==> src/hw/rtl/uer_pkg.sv <==
// Shared types and constants for the ultrasonic echo ranger.
`default_nettype none
package uer_pkg;

	localparam int COUNT_BITS = 16;
	localparam int CMP_W      = (COUNT_BITS > 16) ? COUNT_BITS : 16;
	localparam int Q_DEPTH    = 4;
	localparam int Q_AW       = $clog2(Q_DEPTH);
	localparam int DIV_STEPS  = 16;
	localparam int DIV_CW     = $clog2(DIV_STEPS + 1);

	localparam logic [15:0] TICKS_PER_CM_RST   = 16'd116;
	localparam logic [7:0]  TRIGGER_LENGTH_RST = 8'd20;
	localparam logic [15:0] TIMEOUT_LIMIT_RST  = 16'hFFFF;

	localparam int PADDR_W = 4;
	localparam logic [1:0] REG_TICKS_PER_CM   = 2'd0;
	localparam logic [1:0] REG_TRIGGER_LENGTH = 2'd1;
	localparam logic [1:0] REG_TIMEOUT_LIMIT  = 2'd2;

	typedef struct packed {
		logic echo_level;
		logic start_request;
		logic abort_request;
	} cmd_t;

	typedef struct packed {
		logic        trigger_level;
		logic        busy_res;
		logic        done_pulse;
		logic        timed_out;
		logic        complete_flag;
		logic [15:0] echo_width;
		logic [15:0] distance;
	} res_t;

	typedef struct packed {
		logic        trigger_level;
		logic        busy_res;
		logic        done_pulse;
		logic        timed_out;
		logic        complete_flag;
		logic [15:0] echo_width;
	} rec_t;

	typedef struct packed {
		logic [15:0] ticks_per_cm;
		logic [7:0]  trigger_length;
		logic [15:0] timeout_limit;
	} cfg_t;

endpackage
`default_nettype wire

==> src/hw/rtl/ultrasonic_echo_ranger.sv <==
// Top level of the ultrasonic echo ranger: config registers, front, queue, back.
//
//   channel  | handshake              | payload
//   ---------+------------------------+-----------------------------
//   input    | push / full            | cmd (echo, start, abort)
//   result   | empty / pop            | res (levels, flags, width, distance)
//   config   | psel penable pwrite    | paddr, pwdata, prdata
//
// One result per item. The front takes one tick item per cycle while the queue has room.
// A result with a nonzero width that misses the last-result cache uses the one-bit-per-cycle
// divider; other results skip it and load the output register directly.
// Reset clears control state and loads register defaults (not data registers); no clearing pass.
// Either side may stall: the four-entry queue and the output register absorb it.
`default_nettype none
module ultrasonic_echo_ranger (
	input  wire logic                          clk,
	input  wire logic                          arst_n,
	input  wire logic                          psel,
	input  wire logic                          penable,
	input  wire logic                          pwrite,
	input  wire logic [uer_pkg::PADDR_W-1:0]   paddr,
	input  wire logic [31:0]                   pwdata,
	output logic      [31:0]                   prdata,
	output logic                               pready,
	input  wire logic                          push,
	output logic                               full,
	input  wire uer_pkg::cmd_t                 cmd,
	output logic                               empty,
	input  wire logic                          pop,
	output uer_pkg::res_t                      res
);

	uer_pkg::cfg_t  cfg_q;
	uer_pkg::rec_t  front_rec, head_rec;
	logic           cfg_wr, accept, q_empty, q_pop;
	logic [1:0]     reg_idx;

	assign pready  = 1'b1;
	assign cfg_wr  = psel && penable && pwrite && pready;
	assign reg_idx = paddr[3:2];
	assign accept  = push && !full;

	always_comb begin
		case (reg_idx)
			uer_pkg::REG_TICKS_PER_CM:   prdata = {16'd0, cfg_q.ticks_per_cm};
			uer_pkg::REG_TRIGGER_LENGTH: prdata = {24'd0, cfg_q.trigger_length};
			uer_pkg::REG_TIMEOUT_LIMIT:  prdata = {16'd0, cfg_q.timeout_limit};
			default:                     prdata = '0;
		endcase
	end

	always_ff @(posedge clk or negedge arst_n) begin
		if (!arst_n) begin
			cfg_q.ticks_per_cm   <= uer_pkg::TICKS_PER_CM_RST;
			cfg_q.trigger_length <= uer_pkg::TRIGGER_LENGTH_RST;
			cfg_q.timeout_limit  <= uer_pkg::TIMEOUT_LIMIT_RST;
		end else if (cfg_wr) begin
			case (reg_idx)
				uer_pkg::REG_TICKS_PER_CM:   cfg_q.ticks_per_cm   <= pwdata[15:0];
				uer_pkg::REG_TRIGGER_LENGTH: cfg_q.trigger_length <= pwdata[7:0];
				uer_pkg::REG_TIMEOUT_LIMIT:  cfg_q.timeout_limit  <= pwdata[15:0];
				default: begin
				end
			endcase
		end
	end

	uer_front u_front (
		.clk    (clk),
		.arst_n (arst_n),
		.cmd    (cmd),
		.accept (accept),
		.cfg    (cfg_q),
		.rec    (front_rec)
	);

	uer_fifo u_fifo (
		.clk    (clk),
		.arst_n (arst_n),
		.wr     (push),
		.wr_rec (front_rec),
		.full   (full),
		.rd     (q_pop),
		.rd_rec (head_rec),
		.empty  (q_empty)
	);

	uer_back u_back (
		.clk          (clk),
		.arst_n       (arst_n),
		.rec          (head_rec),
		.q_empty      (q_empty),
		.q_pop        (q_pop),
		.ticks_per_cm (cfg_q.ticks_per_cm),
		.cache_clr    (cfg_wr && (reg_idx == uer_pkg::REG_TICKS_PER_CM)),
		.pop          (pop),
		.empty        (empty),
		.res          (res)
	);

endmodule
`default_nettype wire

==> src/hw/rtl/uer_front.sv <==
// Front part: per-tick ranging state machine that emits one record per item.
`default_nettype none
module uer_front (
	input  wire logic          clk,
	input  wire logic          arst_n,
	input  wire uer_pkg::cmd_t cmd,
	input  wire logic          accept,
	input  wire uer_pkg::cfg_t cfg,
	output uer_pkg::rec_t      rec
);

	typedef enum logic [3:0] {
		PH_IDLE = 4'b0001,
		PH_TRIG = 4'b0010,
		PH_WAIT = 4'b0100,
		PH_MEAS = 4'b1000
	} phase_t;

	phase_t                          ph_q, ph_d;
	logic [uer_pkg::COUNT_BITS-1:0]  tick_q, tick_d, tick_inc;
	logic [uer_pkg::COUNT_BITS-1:0]  rise_q, rise_d;
	logic [15:0]                     width_q, width_d;
	logic [7:0]                      trig_left_q, trig_left_d;
	logic                            cmpl_q, cmpl_d;
	logic                            done, tmo;

	assign tick_inc = tick_q + 1'b1;

	always_comb begin
		ph_d        = ph_q;
		tick_d      = tick_q;
		rise_d      = rise_q;
		width_d     = width_q;
		trig_left_d = trig_left_q;
		cmpl_d      = cmpl_q;
		done        = 1'b0;
		tmo         = 1'b0;
		if (cmd.abort_request) begin
			ph_d        = PH_IDLE;
			trig_left_d = '0;
			cmpl_d      = 1'b0;
		end else if (ph_q == PH_IDLE) begin
			if (cmd.start_request) begin
				cmpl_d      = 1'b0;
				width_d     = '0;
				tick_d      = '0;
				rise_d      = '0;
				trig_left_d = cfg.trigger_length;
				ph_d        = PH_TRIG;
			end
		end else begin
			tick_d = tick_inc;
			if (uer_pkg::CMP_W'(tick_inc) >= uer_pkg::CMP_W'(cfg.timeout_limit)) begin
				ph_d        = PH_IDLE;
				trig_left_d = '0;
				width_d     = '0;
				cmpl_d      = 1'b1;
				done        = 1'b1;
				tmo         = 1'b1;
			end else begin
				case (ph_q)
					PH_TRIG: begin
						if (trig_left_q <= 8'd1) begin
							trig_left_d = '0;
							ph_d        = PH_WAIT;
						end else begin
							trig_left_d = trig_left_q - 8'd1;
						end
					end
					PH_WAIT: begin
						if (cmd.echo_level) begin
							rise_d = tick_inc;
							ph_d   = PH_MEAS;
						end
					end
					PH_MEAS: begin
						if (!cmd.echo_level) begin
							width_d = 16'(tick_inc - rise_q);
							ph_d    = PH_IDLE;
							cmpl_d  = 1'b1;
							done    = 1'b1;
						end
					end
					default: begin
						ph_d = PH_IDLE;
					end
				endcase
			end
		end
	end

	always_comb begin
		rec.trigger_level = (ph_d == PH_TRIG);
		rec.busy_res      = (ph_d != PH_IDLE);
		rec.done_pulse    = done;
		rec.timed_out     = tmo;
		rec.complete_flag = cmpl_d;
		rec.echo_width    = width_d;
	end

	always_ff @(posedge clk or negedge arst_n) begin
		if (!arst_n) begin
			ph_q        <= PH_IDLE;
			tick_q      <= '0;
			rise_q      <= '0;
			width_q     <= '0;
			trig_left_q <= '0;
			cmpl_q      <= 1'b0;
		end else if (accept) begin
			ph_q        <= ph_d;
			tick_q      <= tick_d;
			rise_q      <= rise_d;
			width_q     <= width_d;
			trig_left_q <= trig_left_d;
			cmpl_q      <= cmpl_d;
		end
	end

endmodule
`default_nettype wire

==> src/hw/rtl/uer_fifo.sv <==
// Short record queue between the front and back parts.
`default_nettype none
module uer_fifo (
	input  wire logic          clk,
	input  wire logic          arst_n,
	input  wire logic          wr,
	input  wire uer_pkg::rec_t wr_rec,
	output logic               full,
	input  wire logic          rd,
	output uer_pkg::rec_t      rd_rec,
	output logic               empty
);

	uer_pkg::rec_t             mem_q [uer_pkg::Q_DEPTH];
	logic [uer_pkg::Q_AW-1:0]  wp_q, rp_q;
	logic [uer_pkg::Q_AW:0]    cnt_q;
	logic                      do_wr, do_rd;

	assign full   = (cnt_q == (uer_pkg::Q_AW+1)'(uer_pkg::Q_DEPTH));
	assign empty  = (cnt_q == '0);
	assign do_wr  = wr && !full;
	assign do_rd  = rd && !empty;
	assign rd_rec = mem_q[rp_q];

	always_ff @(posedge clk) begin
		if (do_wr) begin
			mem_q[wp_q] <= wr_rec;
		end
	end

	always_ff @(posedge clk or negedge arst_n) begin
		if (!arst_n) begin
			wp_q  <= '0;
			rp_q  <= '0;
			cnt_q <= '0;
		end else begin
			if (do_wr) begin
				wp_q <= wp_q + 1'b1;
			end
			if (do_rd) begin
				rp_q <= rp_q + 1'b1;
			end
			if (do_wr && !do_rd) begin
				cnt_q <= cnt_q + 1'b1;
			end else if (do_rd && !do_wr) begin
				cnt_q <= cnt_q - 1'b1;
			end
		end
	end

endmodule
`default_nettype wire

==> src/hw/rtl/uer_back.sv <==
// Back part: distance divider with a last-result cache and the output register.
`default_nettype none
module uer_back (
	input  wire logic          clk,
	input  wire logic          arst_n,
	input  wire uer_pkg::rec_t rec,
	input  wire logic          q_empty,
	output logic               q_pop,
	input  wire logic [15:0]   ticks_per_cm,
	input  wire logic          cache_clr,
	input  wire logic          pop,
	output logic               empty,
	output uer_pkg::res_t      res
);

	typedef enum logic [1:0] {
		B_IDLE = 2'b01,
		B_DIV  = 2'b10
	} back_state_t;

	back_state_t                  st_q;
	uer_pkg::rec_t                rec_q;
	logic [15:0]                  rem_q, quo_q, dsr_q;
	logic [uer_pkg::DIV_CW-1:0]   cnt_q;
	logic                         cache_vld_q;
	logic [15:0]                  cache_w_q, cache_d_q;
	logic                         out_vld_q;
	uer_pkg::res_t                out_q;
	logic                         out_free, need_div, load_fast, start_div, load_div;
	logic                         div_busy;
	logic [16:0]                  trial;
	logic                         ge;

	assign out_free  = !out_vld_q || pop;
	assign need_div  = (rec.echo_width != '0) &&
		!(cache_vld_q && (cache_w_q == rec.echo_width));
	assign load_fast = (st_q == B_IDLE) && !q_empty && !need_div && out_free;
	assign start_div = (st_q == B_IDLE) && !q_empty && need_div;
	assign div_busy  = (cnt_q != uer_pkg::DIV_CW'(uer_pkg::DIV_STEPS));
	assign load_div  = (st_q == B_DIV) && !div_busy && out_free;
	assign q_pop     = load_fast || start_div;

	assign trial = {rem_q, quo_q[15]};
	assign ge    = (trial >= {1'b0, dsr_q});

	assign empty = !out_vld_q;
	assign res   = out_q;

	always_ff @(posedge clk) begin
		if (start_div) begin
			rec_q <= rec;
			rem_q <= '0;
			quo_q <= rec.echo_width;
			dsr_q <= (ticks_per_cm == '0) ? 16'd1 : ticks_per_cm;
		end else if ((st_q == B_DIV) && div_busy) begin
			rem_q <= ge ? 16'(trial - {1'b0, dsr_q}) : trial[15:0];
			quo_q <= {quo_q[14:0], ge};
		end
		if (load_fast) begin
			out_q.trigger_level <= rec.trigger_level;
			out_q.busy_res      <= rec.busy_res;
			out_q.done_pulse    <= rec.done_pulse;
			out_q.timed_out     <= rec.timed_out;
			out_q.complete_flag <= rec.complete_flag;
			out_q.echo_width    <= rec.echo_width;
			out_q.distance      <= (rec.echo_width == '0) ? 16'd0 : cache_d_q;
		end else if (load_div) begin
			out_q.trigger_level <= rec_q.trigger_level;
			out_q.busy_res      <= rec_q.busy_res;
			out_q.done_pulse    <= rec_q.done_pulse;
			out_q.timed_out     <= rec_q.timed_out;
			out_q.complete_flag <= rec_q.complete_flag;
			out_q.echo_width    <= rec_q.echo_width;
			out_q.distance      <= quo_q;
		end
		if (load_div) begin
			cache_w_q <= rec_q.echo_width;
			cache_d_q <= quo_q;
		end
	end

	always_ff @(posedge clk or negedge arst_n) begin
		if (!arst_n) begin
			st_q        <= B_IDLE;
			cnt_q       <= '0;
			cache_vld_q <= 1'b0;
			out_vld_q   <= 1'b0;
		end else begin
			case (st_q)
				B_IDLE: begin
					if (start_div) begin
						cnt_q <= '0;
						st_q  <= B_DIV;
					end
				end
				B_DIV: begin
					if (div_busy) begin
						cnt_q <= cnt_q + 1'b1;
					end else if (load_div) begin
						st_q <= B_IDLE;
					end
				end
				default: begin
					st_q <= B_IDLE;
				end
			endcase
			if (load_fast || load_div) begin
				out_vld_q <= 1'b1;
			end else if (pop) begin
				out_vld_q <= 1'b0;
			end
			if (cache_clr) begin
				cache_vld_q <= 1'b0;
			end else if (load_div) begin
				cache_vld_q <= 1'b1;
			end
		end
	end

endmodule
`default_nettype wire

==> config.mk <==
export PLATFORM = sky130hd
export DESIGN_NAME = ultrasonic_echo_ranger
export DESIGN_NICKNAME = d
export VERILOG_FILES = /design/src/hw/rtl/uer_pkg.sv /design/src/hw/rtl/ultrasonic_echo_ranger.sv /design/src/hw/rtl/uer_front.sv /design/src/hw/rtl/uer_fifo.sv /design/src/hw/rtl/uer_back.sv
export SDC_FILE = /design/constraint.sdc
export NUM_CORES = 1
export LEC_CHECK = 0
export BUFFER_PORTS_ARGS = -buffer_cell sky130_fd_sc_hd__buf_2
export CAP_MARGIN = 10
export CORE_MARGIN = 8
export CORE_UTILIZATION = 55
export CTS_CLUSTER_DIAMETER = 100
export DETAILED_ROUTE_END_ITERATION = 8
export GPL_ROUTABILITY_DRIVEN = 0
export GPL_TIMING_DRIVEN = 0
export HOLD_SLACK_MARGIN = 0.12
export MAX_ROUTING_LAYER = met4
export PLACE_DENSITY = 0.86
export SLEW_MARGIN = 0
export SYNTH_ARGS = -nofsm -noshare
export SYNTH_HDL_FRONTEND = slang
export SYNTH_HIERARCHICAL = 1
export SYNTH_SLANG_ARGS = --single-unit
==> constraint.sdc <==
create_clock -name clk -period 3.8 [get_ports clk]
set_input_delay 0.57 -clock clk [delete_from_list [all_inputs] [get_ports clk]]
set_output_delay 0.57 -clock clk [all_outputs]
set_load 0.005 [all_outputs]
# --- Word-level counts from Yosys, hierarchy flattened ---
# Memories as Yosys holds them, arrays and structs flattened.
# Cells that the tools add are included.
classes:
  n_addsub: 9
  n_mul: 0
  div_mod_pow: 0
  order_cmp: 3
  n_eq_ne: 20
  n_shift: 0
  n_mux: 62
  bitwise_logic: 1
  reduce_logical: 49
ops:
  columns: ["op", "n"]
  rows:
  - ["$mux 16", 16]
  - ["$mux 37", 2]
  - ["$mux 8", 6]
  - ["$pmux 16 s3", 1]
  - ["$logic_not 16->1", 2]
  - ["$sub 16x16->16", 2]
  - ["$mux 4", 7]
  - ["$mux 1", 20]
  - ["$ge 17x16->1", 1]
  - ["$add 16x1->16 const B", 1]
  - ["$eq 16x16->1", 1]
  - ["$ge 16x16->1", 1]
  - ["$logic_and 1x1->1", 16]
  - ["$reduce_bool 16->1", 1]
  - ["$reduce_bool 2->1", 8]
  - ["$pmux 4 s3", 1]
  - ["$reduce_and 3->1", 4]
  - ["$mux 5", 2]
  - ["$pmux 5 s2", 1]
  - ["$eq 4x2->1 const B", 2]
  - ["$le 8x1->1 const B", 1]
  - ["$logic_not 1->1", 8]
  - ["$ne 2x1->1 const B", 4]
  - ["$sub 8x1->8 const B", 1]
  - ["24 further kinds", 35]
totals:
  regBits: 255
  latchBits: 0
  ramBits: 84
  romBits: 0
  out_inout_bits: 72
  mem_count: 1
mem_list:
  columns: ["memory", "depth", "word_bits", "rd", "rd_ports_with_merged_regs", "wr", "line", "text"]
  rows:
  - ["u_fifo.mem_q", 4, 21, 1, 0, 1, "uer_fifo.sv:14", "uer_pkg::rec_t mem_q [uer_pkg::Q_DEPTH];"]

# --- Longest topological paths before layout ---
# Gate-level depths: netlist (run 1).
# An unclocked memory read counts as a cell.
logic_depth:
  depth_word: 13
  depth_mapped: 18
  mapped_depth_nobuf: 15

# --- Cells and area by module ---
# Netlist (run 1), hierarchy kept.
by_module_without_submodules:
  columns: ["mod", "n_inst", "cells_per_inst", "area_each_um2", "seq_area_each_um2"]
  rows:
  - ["uer_back", 1, 528, 6756.5, 4210.3]
  - ["uer_front", 1, 535, 4593.2, 1527.7]
  - ["uer_fifo", 1, 146, 3464.6, 2697.6]
  - ["ultrasonic_echo_ranger", 1, 153, 2031.9, 1028.5]

# --- Worst setup path before layout (run 1) ---
# No wires, ideal clock.
synth_path:
  path_type: "reg2reg"
  startpoint: "register u_fifo/rp_q[0] (netlist bit)"
  endpoint: "register u_back.out_q (netlist bit u_back/res[0]), enable pin"
  arrival_ns: 3.432
  path_slack_ns: -0.026
  stages_incl_launch_ff: 12
  n_path_buf: 4
  period_less_slack_ns: 3.826
  cell_sequence: "dfrtp_1 > buf_6 > buf_6 > mux4_2 > nor4_1 > nand4_1 > inv_1 > a21oi_1 > or3_1 > clkbuf_1 > clkbuf_1 > nand2_1"
synth_rtl:
  columns: ["item", "line", "text"]
  rows:
  - ["start: declaration", "uer_fifo.sv:15", "logic [uer_pkg::Q_AW-1:0] wp_q, rp_q;"]
  - ["start signal: assignment", "uer_fifo.sv:41", "rp_q <= rp_q + 1'b1;"]
  - ["end: declaration", "uer_back.sv:28", "uer_pkg::res_t out_q;"]

==> flow_summary.yaml, run 1 <==
global_route:
  gr-total-overflow: 0
  initial_antenna_violation_count: 1
  grt_pass1_vias: 11680
  groute.usage.overall: 0.2190
  grt_first_pass_wirelength_um: 62250
  grt_max_degree: 84
hold_path:
  worst_hold_path_type: "input port to flop"
outcome:
  run_status: "finished with violations"
  failed_checks: "setup timing"
worst_setup_path:
  start_kind: "flop"
  reg2reg_setup_slack_ns: -0.04
  worst_r2r_startpoint: "u_fifo/rp_q[0]"
  critical_path.endpoint: "u_fifo/cnt_q[2]"
  crit_arrival_ns: 4.26
  nature_of_the_critical_path_endpoint: "flop"
  required_arrival_time_at_the_worst_endpoint_ns: 4.23
  ff2ff_path_depth: 17
  crit_start: "u_fifo/rp_q[0]"
  worst_reg2reg_endpoint: "u_fifo/cnt_q[2]"
  worst-path-max-fanout: 6
  critical_path_class: "flop to flop"
timing:
  transition_time_of_the_tightest_slew_check_pin_ns: 1.136
  setup_ws_ns: -0.03596
  fin_crit_ns: 3.836
  finalCritPeriodShare: 1.009
  setup_viol_count_final: 2
  finalClockSkew_ns: 0.02575
  setup_tns_ns: -0.06338
  rsz_0062_raised_after_global_routing: "yes"
  fmax_ghz: 0.2607
  slew-limit-headroom: 0.2428
  final-hold-violation-count: 0
  finalMaxSlewViolations: 0
layout:
  drive_gt1_frac: 0.2694
  layout.filler_cells: 2030
  area.growth.synth_to_final_pct: 17.01
  final_net_count: 1649
  finish.cell_count_without_fillers: 1967
  mostFrequentLayoutCells: "206 x sky130_fd_sc_hd__edfxtp_1, 125 x sky130_fd_sc_hd__nand2_1, 92 x sky130_fd_sc_hd__dfrtp_1, 92 x sky130_fd_sc_hd__inv_1, 89 x sky130_fd_sc_hd__buf_2"
  layout.cells.most_common: "sky130_fd_sc_hd__edfxtp_1"
logic_synthesis:
  synth.yosys.seq_area_share: 0.5618
  synth-edff-count: 206
  post_synth_instance_area_sq_mm: 0.01685
  syn_avg_cell_area_sq_um: 12.37
  synth.top_cells.by_area: "sky130_fd_sc_hd__edfxtp_1 37%, sky130_fd_sc_hd__dfrtp_1 14%, sky130_fd_sc_hd__ha_1 4.2%"
  post_synth_num_cell_types: 93
  synth-main-ff-cell: "sky130_fd_sc_hd__edfxtp_1"
  yosys.area.top_type: "sky130_fd_sc_hd__edfxtp_1"
  netlist_instances: 1362
  synth_seq_cells: 339
  post_synth_top_area_share: 0.3672
  ys_async_sr_fraction: 0.3451
  yosys_warnings: 6
clocking:
  clock-sinks: 339
  clkSlewWorstSetupHoldPaths_ns: 0.06
  cts-root-buf: "sky130_fd_sc_hd__clkbuf_16"
  htree_num_levels: 2
  tritoncts: "built"
  cts_max_path_buffers: 3
  cts_buffers: 35
  insertion_delay_to_the_later_sink_of_the_worst_skew_pair_ns: 0.53
routing:
  detailroute.via_count: 11690
  drt_first_pass_iters: 5
  viasPerCell: 5.945
  number_of_remaining_drc_errors: 0
  drt_first_iter_violations: 1080
  detail_route.wirelength_um: 40070
  postRouteAntennaNets: 0
  routed_wirelength_normalized_by_instance_count_um: 20.37
power_and_ir_drop:
  ir_drop_mv: 0.3648
  cellLeakagePower_nw: 8.272
  power-per-cell-area_mw_per_mm2: 742.3
floorplanning:
  fp.dieH_um: 191.0
  floorplan.initialDensity: 0.5551
  ioPinCount: 118
  die-width_um: 191.0
  fp-row-count: 64
  core_area_sq_mm: 0.03035
  floorplan.die_area_sq_mm: 0.03648
place:
  placed_cells: 1856
  placement.io_buffers: 81
  dp_hpwl_um: 26720
job:
  timing.max_cap.violations: 0
final cells by class:
cell class / instances / area (sq um) / share of cell area
buffer: 81 / 558.0 / 0.02831
inverter: 94 / 352.8 / 0.01790
multi-input combinational: 860 / 6864 / 0.3482
clock inverter: 21 / 166.4 / 0.008442
antenna: 1 / 2.502 / 0.0001270
tap: 396 / 495.5 / 0.02514
sequential: 339 / 9465 / 0.4802
clock buffer: 43 / 935.9 / 0.04748
timing repair buffer: 132 / 870.8 / 0.04418
per-stage QoR:
stage	util	total power [mW]	hold slack, ns	cell area (sq um)	setup slack (ns)
after global placement	0.5867	10.30	0.4221	17810	-0.9070
final	0.6495	14.63	0.3064	19710	-0.03596
after floorplan	-	9.154	0.2744	16910	0.05442
after global routing	0.6495	15.34	0.2920	19710	-0.1224
after detailed placement	0.5886	10.60	0.4318	17860	-0.8830
after CTS	0.6391	14.30	0.2922	19400	0.001921
sequential cells by signal, indices dropped and copies added, names as in the netlist, 21 cells and up:
name and count:
u_fifo/mem_q 84, u_back/res 37, cfg_q 40, u_back/rec_q 21
how the worst min path moves through the flow:
stage | startpoint | to | slack (ns) | depth (start not counted)
6_report | pwdata[8] | cfg_q[32] | 0.31 | 2
4_1_cts | pwdata[10] | cfg_q[34] | 0.29 | 2
5_1_grt | pwdata[10] | cfg_q[34] | 0.29 | 2
3_3_place_gp | u_back/rec_q[2] | u_back/cache_w_q[2] | 0.42 | 0
2_1_floorplan | arst_n | cfg_q[16] | 0.27 | 0
3_5_place_dp | u_back/rec_q[1] | u_back/cache_w_q[1] | 0.43 | 0
repair_timing:
item / 4_1_cts / 5_1_grt
gates cloned: 1 / 0
hold buffers: 1 / 0
resized for setup: 52 / 27
setup buffers: 22 / 24
endpoints found under the setup margin: 208 / 155
hold endpoints to repair: 32 / 0
pin swaps: 12 / 28
cell usage after synthesis, types with 8 or more instances:
| master | n |
|---|---|
| sky130_fd_sc_hd__a21oi_1 | 30 |
| sky130_fd_sc_hd__a21o_1 | 11 |
| sky130_fd_sc_hd__o21ai_1 | 13 |
| sky130_fd_sc_hd__xor2_1 | 19 |
| sky130_fd_sc_hd__dfrtp_1 | 93 |
| sky130_fd_sc_hd__and2_1 | 11 |
| sky130_fd_sc_hd__mux2i_1 | 37 |
| sky130_fd_sc_hd__mux2_2 | 53 |
| sky130_fd_sc_hd__nand2b_1 | 9 |
| sky130_fd_sc_hd__buf_2 | 10 |
| sky130_fd_sc_hd__edfxtp_1 | 206 |
| sky130_fd_sc_hd__mux2_4 | 9 |
| sky130_fd_sc_hd__o21ai_0 | 79 |
| sky130_fd_sc_hd__nor4_1 | 11 |
| sky130_fd_sc_hd__inv_1 | 93 |
| sky130_fd_sc_hd__nand2_1 | 129 |
| sky130_fd_sc_hd__a22o_1 | 20 |
| sky130_fd_sc_hd__a221o_1 | 13 |
| sky130_fd_sc_hd__dfstp_2 | 24 |
| sky130_fd_sc_hd__nor2_1 | 66 |
| sky130_fd_sc_hd__nor2b_1 | 13 |
| sky130_fd_sc_hd__ha_1 | 57 |
| sky130_fd_sc_hd__mux4_2 | 21 |
| sky130_fd_sc_hd__clkbuf_1 | 32 |
| sky130_fd_sc_hd__and3_1 | 11 |
| sky130_fd_sc_hd__nand3_1 | 21 |
| sky130_fd_sc_hd__a31oi_1 | 8 |
| sky130_fd_sc_hd__nand4_1 | 11 |
| sky130_fd_sc_hd__nor3_1 | 16 |
| sky130_fd_sc_hd__o31ai_1 | 10 |
| sky130_fd_sc_hd__xnor2_1 | 37 |
| sky130_fd_sc_hd__buf_4 | 27 |
| sky130_fd_sc_hd__dfxtp_1 | 16 |
| sky130_fd_sc_hd__buf_6 | 14 |
layer usage:
layer / up-vias / wire, um / GRT usage
met5: - / 0 / -
met2: 485 / 20830 / 0.3766
met1: 5784 / 15420 / 0.2569
met3: 110 / 2248 / 0.02955
li1: 5314 / - / -
met4: 0 / 1578 / 0.08980
cells by family (layout without fill, tap and decap cells):
group	after synthesis	after routing	share of synthesized area
fa+ha+maj	60	60	0.04590
xor+xnor	56	56	0.02911
buf+inv	178	371	0.05266
simple gates	333	333	0.09782
compound gates	271	271	0.1168
flops	339	339	0.5618
mux	123	123	0.09551
other cells	2	18	0.0004458
power by group:
| part | internal (mW) | switching, mW | leakage (nW) | total [mW] |
|---|---|---|---|---|
| Combinational | 2.34 | 3.43 | 4.19 | 5.77 |
| Clock | 1.90 | 1.43 | 0.541 | 3.33 |
| Sequential | 5.06 | 0.477 | 3.54 | 5.54 |
worst max-delay path, stage by stage, from the launching register on:
cell	delay, ns
sky130_fd_sc_hd__dfrtp_1	0.35
sky130_fd_sc_hd__buf_6	0.16
sky130_fd_sc_hd__buf_12	0.13
sky130_fd_sc_hd__mux4_2	0.58
sky130_fd_sc_hd__buf_4	0.18
sky130_fd_sc_hd__nor4_1	0.29
sky130_fd_sc_hd__nand4_1	0.27
sky130_fd_sc_hd__inv_1	0.18
sky130_fd_sc_hd__a211o_1	0.14
sky130_fd_sc_hd__buf_6	0.12
sky130_fd_sc_hd__nand2_4	0.06
sky130_fd_sc_hd__nand2_4	0.07
sky130_fd_sc_hd__ha_4	0.14
sky130_fd_sc_hd__inv_2	0.04
sky130_fd_sc_hd__fa_1	0.41
sky130_fd_sc_hd__xor2_1	0.18
sky130_fd_sc_hd__nor2_1	0.17
sky130_fd_sc_hd__xor2_1	0.23
Power figures use the tool's default switching activity.
==> run 2: changes to the inputs <==
Settings changed: ABC_AREA set to 1, PLACE_DENSITY 0.86 to 0.85.
==> flow_summary.yaml, run 2 <==
hold_path:
  hold_depth: 3
  worst_hold_path_type: "input port to flop"
logic_synthesis:
  synthMostInstantiatedCell: "sky130_fd_sc_hd__nand2_1"
  synth.area.mux_share: 0.0005529
  yosys_warnings: 6
  synth_xor_xnor_area_share: 0.01548
  synth_top_family_by_area: "simple AND/OR/NAND/NOR gates"
  synth_compound_area_frac: 0.07637
  netlist_instances: 2058
  ys_async_sr_fraction: 0.3451
  synth_seq_cells: 339
  synth-main-ff-cell: "sky130_fd_sc_hd__edfxtp_1"
  post_synth_top_area_share: 0.3417
  synth-simple-area-share: 0.2487
  synth_commonest_cells: "732 x sky130_fd_sc_hd__nand2_1, 261 x sky130_fd_sc_hd__inv_1, 206 x sky130_fd_sc_hd__edfxtp_1"
  post_synth_instance_area_sq_mm: 0.01810
  yosys.area.top_type: "sky130_fd_sc_hd__edfxtp_1"
  synth.yosys.seq_area_share: 0.5228
  synth.top_cells.by_area: "sky130_fd_sc_hd__edfxtp_1 34%, sky130_fd_sc_hd__nand2_1 15%, sky130_fd_sc_hd__dfrtp_1 13%"
  post_synth_num_cell_types: 54
  syn_avg_cell_area_sq_um: 8.797
  synthAdderAreaFrac: 0.04271
  synth-edff-count: 206
place:
  dp_hpwl_um: 32390
  detailedPlace.worstSlack_ns: -0.07077
  placed_cells: 2604
  placement.io_buffers: 82
worst_setup_path:
  cp_slowest_stage_delay_ns: 0.47
  worst-path-max-fanout: 8
  required_arrival_time_at_the_worst_endpoint_ns: 4.25
  ff2ff_path_depth: 22
  critical_path_class: "flop to flop"
  crit_arrival_ns: 4.12
  worstPathBufferInverterCount: 4
  cp_common_cell: "sky130_fd_sc_hd__nand2_1"
  nature_of_the_critical_path_endpoint: "flop"
  start_kind: "flop"
  cp_cell_sequence: "ha_1 > nand2_1 > inv_1 > nand2_1 > nor2_2 > nand2_1 > nor2_1 > nand2_1 > nand2_1 > nand2_1 > inv_1 > ha_1 > nand2_1 > inv_1 > nand2_1 > a21oi_1 > nor2_2 > buf_4 > nand4_1 > o21bai_2 > nand2_1 > nand2_1"
  reg2reg_setup_slack_ns: 0.12
  critical_path.top_delay_family: "simple AND/OR/NAND/NOR gates"
  critical_path.slowest_cell: "sky130_fd_sc_hd__o21bai_2"
  critical_path_depth: 22
timing:
  setup_tns_ns: 0
  transition_time_of_the_tightest_slew_check_pin_ns: 1.227
  slew-limit-headroom: 0.1811
  final.hold.worst_slack_ns: 0.2623
  final-hold-violation-count: 0
  fmax_ghz: 0.2720
  setup_ws_ns: 0.1239
  finalCritPeriodShare: 0.9674
  finalMaxSlewViolations: 0
  fin_crit_ns: 3.676
  setup_viol_count_final: 0
  finalClockSkew_ns: 0.01686
global_route:
  initial_antenna_violation_count: 1
  grt_pass1_vias: 14620
  groute.usage.overall: 0.2323
  grt_first_pass_wirelength_um: 71770
  gr-total-overflow: 0
  grt_max_degree: 85
floorplanning:
  floorplan.die_area_sq_mm: 0.03898
  fp-row-count: 66
  floorplan.initialDensity: 0.5578
  die-width_um: 197.4
  fp.dieH_um: 197.4
  ioPinCount: 118
  core_area_sq_mm: 0.03245
routing:
  drt_first_pass_iters: 7
  number_of_remaining_drc_errors: 0
  routed_wirelength_normalized_by_instance_count_um: 16.66
  drt_first_iter_violations: 1388
  postRouteAntennaNets: 0
  viasPerCell: 5.491
  detail_route.wirelength_um: 44530
  detailroute.via_count: 14680
clocking:
  clock-sinks: 339
  cts_buffers: 34
  htree_num_levels: 2
  tritoncts: "built"
  insertion_delay_to_the_later_sink_of_the_worst_skew_pair_ns: 0.52
  cts-root-buf: "sky130_fd_sc_hd__clkbuf_16"
  clkSlewWorstSetupHoldPaths_ns: 0.06
  cts_max_path_buffers: 3
layout:
  drive_gt1_frac: 0.1601
  final_net_count: 2310
  largest-register: "u_fifo/mem_q"
  flip_flop_count_of_the_largest_register_all_copies_and_words_added: 84
  area.growth.synth_to_final_pct: 13.53
  mostFrequentLayoutCells: "728 x sky130_fd_sc_hd__nand2_1, 260 x sky130_fd_sc_hd__inv_1, 206 x sky130_fd_sc_hd__edfxtp_1, 111 x sky130_fd_sc_hd__nand3_1, 95 x sky130_fd_sc_hd__buf_2"
  layout.cells.most_common: "sky130_fd_sc_hd__nand2_1"
  finish.cell_count_without_fillers: 2673
outcome:
  run_status: "finished clean"
power_and_ir_drop:
  power.total_mw: 15.00
  cellLeakagePower_nw: 9.861
  power-per-cell-area_mw_per_mm2: 729.8
  ir_drop_mv: 0.3506
job:
  timing.max_cap.violations: 0
==> run 2: path summary, 6_finish.rpt <==
check                                  start                      to
setup / recovery           u_front/tick_q[0]  u_front/trig_left_q[6]
hold / removal                    pwdata[10]               cfg_q[10]
setup reg to reg           u_front/tick_q[0]  u_front/trig_left_q[6]
hold reg to reg             u_back/rec_q[15]    u_back/cache_w_q[15]
max in group asynchronous             arst_n               cfg_q[15]
min in group asynchronous             arst_n          u_front/cmpl_q
==> run 2: cell type report <==
class / count / area [sq um]
repair buffers: 95 / 631.9
plain buffers: 94 / 663.1
multi-input cells: 1363 / 7088
clock inverters: 16 / 156.4
inverters: 277 / 1042
well taps: 442 / 553.0
diodes: 1 / 2.502
fillers: 2400 / 11900
clock buffers: 46 / 947.2
flip-flops and latches: 339 / 9468
==> run 2: logic make-up (layout without fill, tap and decap cells) <==
kind of cell | Yosys count | in the layout
simple gates | 1041 | 1041
buf+inv | 371 | 528
flops | 339 | 339
compound gates | 212 | 212
fa+ha+maj | 60 | 60
xor+xnor | 32 | 32
other cells | 2 | 18
mux | 1 | 1
==> run 2: per-layer routing <==
metal	vias to the layer above	global-route usage	share of wire
met3	139	0.03356	0.073
met4	0	0.1000	0.039
met2	681	0.4017	0.51
li1	6928	-	-
met1	6929	0.2673	0.38
met5	-	-	0
==> run 2: stage by stage <==
stage | instance area [sq um] | utilization
global placement | 19120 | 0.5893
CTS | 20430 | 0.6295
global route | 20550 | 0.6333
detailed placement | 19310 | 0.5949
floorplan | 18160 | -
finish | 20550 | 0.6333
==> run 2: what timing repair did <==
action                                  4_1_cts  5_1_grt
gates resized for setup                       0       33
hold buffers                                  1        0
buffers inserted                              1        4
endpoints found under the setup margin       16       93
cloned                                        0        0
endpoints found under the hold margin        32        0
pin swaps                                     1        5
==> run 2: worst min-delay path, cell delays in order <==
cell and delay, ns:
sky130_fd_sc_hd__buf_2 0.11, sky130_fd_sc_hd__nand2_1 0.06, sky130_fd_sc_hd__nand2_1 0.04
==> run 2: power by group <==
part           internal (mW)  switching (mW)  total (mW)
logic                   2.05            4.03        6.07
clock network           1.90            1.39        3.30
registers               5.11           0.517        5.63
total                   9.06            5.94        15.0
==> run 3: changes to the inputs <==
Settings changed: CORE_UTILIZATION 55 to 56, PLACE_DENSITY 0.85 to 0.84.
Clock period 3.8 ns to 4.6 ns, I/O delays scaled along.
==> flow_summary.yaml, run 3 (same netlist as run 2, synthesis figures left out) <==
routing:
  detailroute.via_count: 14470
  routed_wirelength_normalized_by_instance_count_um: 16.53
  detail_route.wirelength_um: 43560
  drt_first_iter_violations: 1219
  drt_first_pass_iters: 5
  number_of_remaining_drc_errors: 0
  viasPerCell: 5.489
  postRouteAntennaNets: 0
worst_setup_path:
  worst_r2r_startpoint: "u_front/tick_q[0]"
  nature_of_the_critical_path_endpoint: "flop"
  reg2reg_setup_slack_ns: 0.56
  ff2ff_path_depth: 22
  required_arrival_time_at_the_worst_endpoint_ns: 4.80
  worst_reg2reg_endpoint: "u_fifo/mem_q[0][0]"
  start_kind: "flop"
  critical_path_class: "flop to flop"
  crit_arrival_ns: 4.24
  worst-path-max-fanout: 10
global_route:
  initial_antenna_violation_count: 1
  globalRoute.busiestLayer: "met2"
  gr-total-overflow: 0
  grt_pass1_vias: 14470
  grt_first_pass_wirelength_um: 71260
  use_met2: 0.4028
  grt_max_degree: 89
  grtUsageMet1: 0.2701
  globalRouteMet3Util: 0.03478
  groute.usage.overall: 0.2322
layout:
  finish.cell_count_without_fillers: 2636
  drive_gt1_frac: 0.1495
  layout.filler_cells: 2502
  final_net_count: 2307
  flip_flop_count_of_the_largest_register_all_copies_and_words_added: 84
  area.sequential_sq_mm: 0.009464
  mostFrequentLayoutCells: "732 x sky130_fd_sc_hd__nand2_1, 261 x sky130_fd_sc_hd__inv_1, 206 x sky130_fd_sc_hd__edfxtp_1, 113 x sky130_fd_sc_hd__nand3_1, 102 x sky130_fd_sc_hd__buf_2"
  multiInputGateArea_sq_mm: 0.007022
  layout.cells.most_common: "sky130_fd_sc_hd__nand2_1"
  area.growth.synth_to_final_pct: 12.53
  largest-register: "u_fifo/mem_q"
place:
  placed_cells: 2570
  dp_hpwl_um: 32090
  placement.io_buffers: 82
job:
  timing.max_cap.violations: 0
clocking:
  post_cts.resized_instances: 0
  cts_max_path_buffers: 3
  insertion_delay_to_the_later_sink_of_the_worst_skew_pair_ns: 0.54
  clock-sinks: 339
  cts-root-buf: "sky130_fd_sc_hd__clkbuf_16"
  clkSlewWorstSetupHoldPaths_ns: 0.06
  tritoncts: "built"
  cts_buffers: 36
  htree_num_levels: 2
outcome:
  run_status: "finished clean"
hold_path:
  worst_hold_path_type: "input port to flop"
  worst_hold_startpoint: "pwdata[15]"
  worst_hold_path.endpoint: "cfg_q[15]"
  hold_depth: 3
power_and_ir_drop:
  ir_drop_mv: 0.2789
  cellLeakagePower_nw: 9.826
  power.total_mw: 12.33
  power-per-cell-area_mw_per_mm2: 605.1
floorplanning:
  floorplan.die_area_sq_mm: 0.03834
  fp-row-count: 66
  die-width_um: 195.8
  floorplan.initialDensity: 0.5621
  ioPinCount: 118
  fp.dieH_um: 195.8
  core_area_sq_mm: 0.03221
timing:
  finalClockSkew_ns: 0.02914
  finalMaxSlewViolations: 0
  fin_crit_ns: 4.036
  final-hold-violation-count: 0
  transition_time_of_the_tightest_slew_check_pin_ns: 1.250
  slew-limit-headroom: 0.1654
  rsz_0062_raised_after_global_routing: "no"
  final.hold.worst_slack_ns: 0.3765
  setup_tns_ns: 0
  fmax_ghz: 0.2478
  finalCritPeriodShare: 0.8773
  setup_viol_count_final: 0
[run 3: cell count changes in the layout (fill, tap and decap cells not counted), moves of 4 or more]
cell                       before  now
sky130_fd_sc_hd__nor2_2        17   11
sky130_fd_sc_hd__clkbuf_4       7    0
sky130_fd_sc_hd__nand2_1      728  732
sky130_fd_sc_hd__nor2_1        71   78
sky130_fd_sc_hd__buf_2         95  102
sky130_fd_sc_hd__nand2_2       10    6
sky130_fd_sc_hd__buf_4         29   24
[run 3: where the power goes]
group | switching, mW | internal (mW)
registers | 0.418 | 4.22
clock network | 1.19 | 1.59
logic | 3.28 | 1.63
total | 4.89 | 7.44
[run 3: worst max-delay path by stage]
| stage | slack [ns] | endpoint | startpoint |
|---|---|---|---|
| final | 0.56 | u_fifo/mem_q[0][0] | u_front/tick_q[0] |
| after global routing | 0.39 | u_fifo/mem_q[1][0] | u_front/tick_q[0] |
| after CTS | 0.74 | u_fifo/mem_q[1][0] | u_front/tick_q[0] |
| after detailed placement | 0.80 | u_fifo/mem_q[3][6] | u_front/tick_q[0] |
| after global placement | 0.87 | u_back/res[35] | u_fifo/rp_q[0] |
| after floorplan | 1.57 | u_back/res[0] | u_fifo/rp_q[0] |
[run 3: per-stage QoR]
| stage | instance area [sq um] | worst slack, ns | util |
|---|---|---|---|
| 2_1_floorplan | 18160 | 1.572 | - |
| 3_3_place_gp | 19080 | 0.8650 | 0.5925 |
| 3_5_place_dp | 19240 | 0.8000 | 0.5974 |
| 4_1_cts | 20370 | 0.7361 | 0.6325 |
| 5_1_grt | 20370 | 0.3894 | 0.6326 |
| 6_report | 20370 | 0.5642 | 0.6326 |
[run 3: critical path: stages (launching register included)]
cell	delay, ns
sky130_fd_sc_hd__dfrtp_1	0.47
sky130_fd_sc_hd__ha_1	0.23
sky130_fd_sc_hd__nand2_1	0.07
sky130_fd_sc_hd__inv_1	0.17
sky130_fd_sc_hd__nand2_1	0.11
sky130_fd_sc_hd__nor2_1	0.20
sky130_fd_sc_hd__nand2_1	0.10
sky130_fd_sc_hd__nor2_1	0.14
sky130_fd_sc_hd__nand2_1	0.08
sky130_fd_sc_hd__nand2_1	0.07
sky130_fd_sc_hd__nand2_1	0.07
sky130_fd_sc_hd__inv_1	0.14
sky130_fd_sc_hd__ha_1	0.26
sky130_fd_sc_hd__nand2_1	0.06
sky130_fd_sc_hd__inv_1	0.05
sky130_fd_sc_hd__nand2_1	0.06
sky130_fd_sc_hd__a21oi_1	0.07
sky130_fd_sc_hd__nor2_2	0.34
sky130_fd_sc_hd__nand3_1	0.23
sky130_fd_sc_hd__nor2_2	0.20
sky130_fd_sc_hd__buf_4	0.21
sky130_fd_sc_hd__nand2_1	0.08
sky130_fd_sc_hd__o21ai_0	0.31
[run 3: timing repair]
item	in CTS	in global routing
buffers inserted	0	0
hold buffers	1	0
hold endpoints to repair	28	0
[run 3: metal layers]
layer | up-vias | share of wire
li1 | 6909 | -
met5 | - | 0
met4 | 0 | 0.036
met3 | 115 | 0.071
met2 | 607 | 0.50
met1 | 6837 | 0.39
[run 3: layout make-up]
cell class | instances | share of cell area
sequential | 339 | 0.4646
inverter | 277 | 0.05116
antenna | 1 | 0.0001228
buffer | 94 | 0.03151
clock inverter | 18 | 0.008414
multi-input combinational | 1363 | 0.3447
clock buffer | 46 | 0.04655
tap | 408 | 0.02506
timing repair buffer | 90 | 0.02795
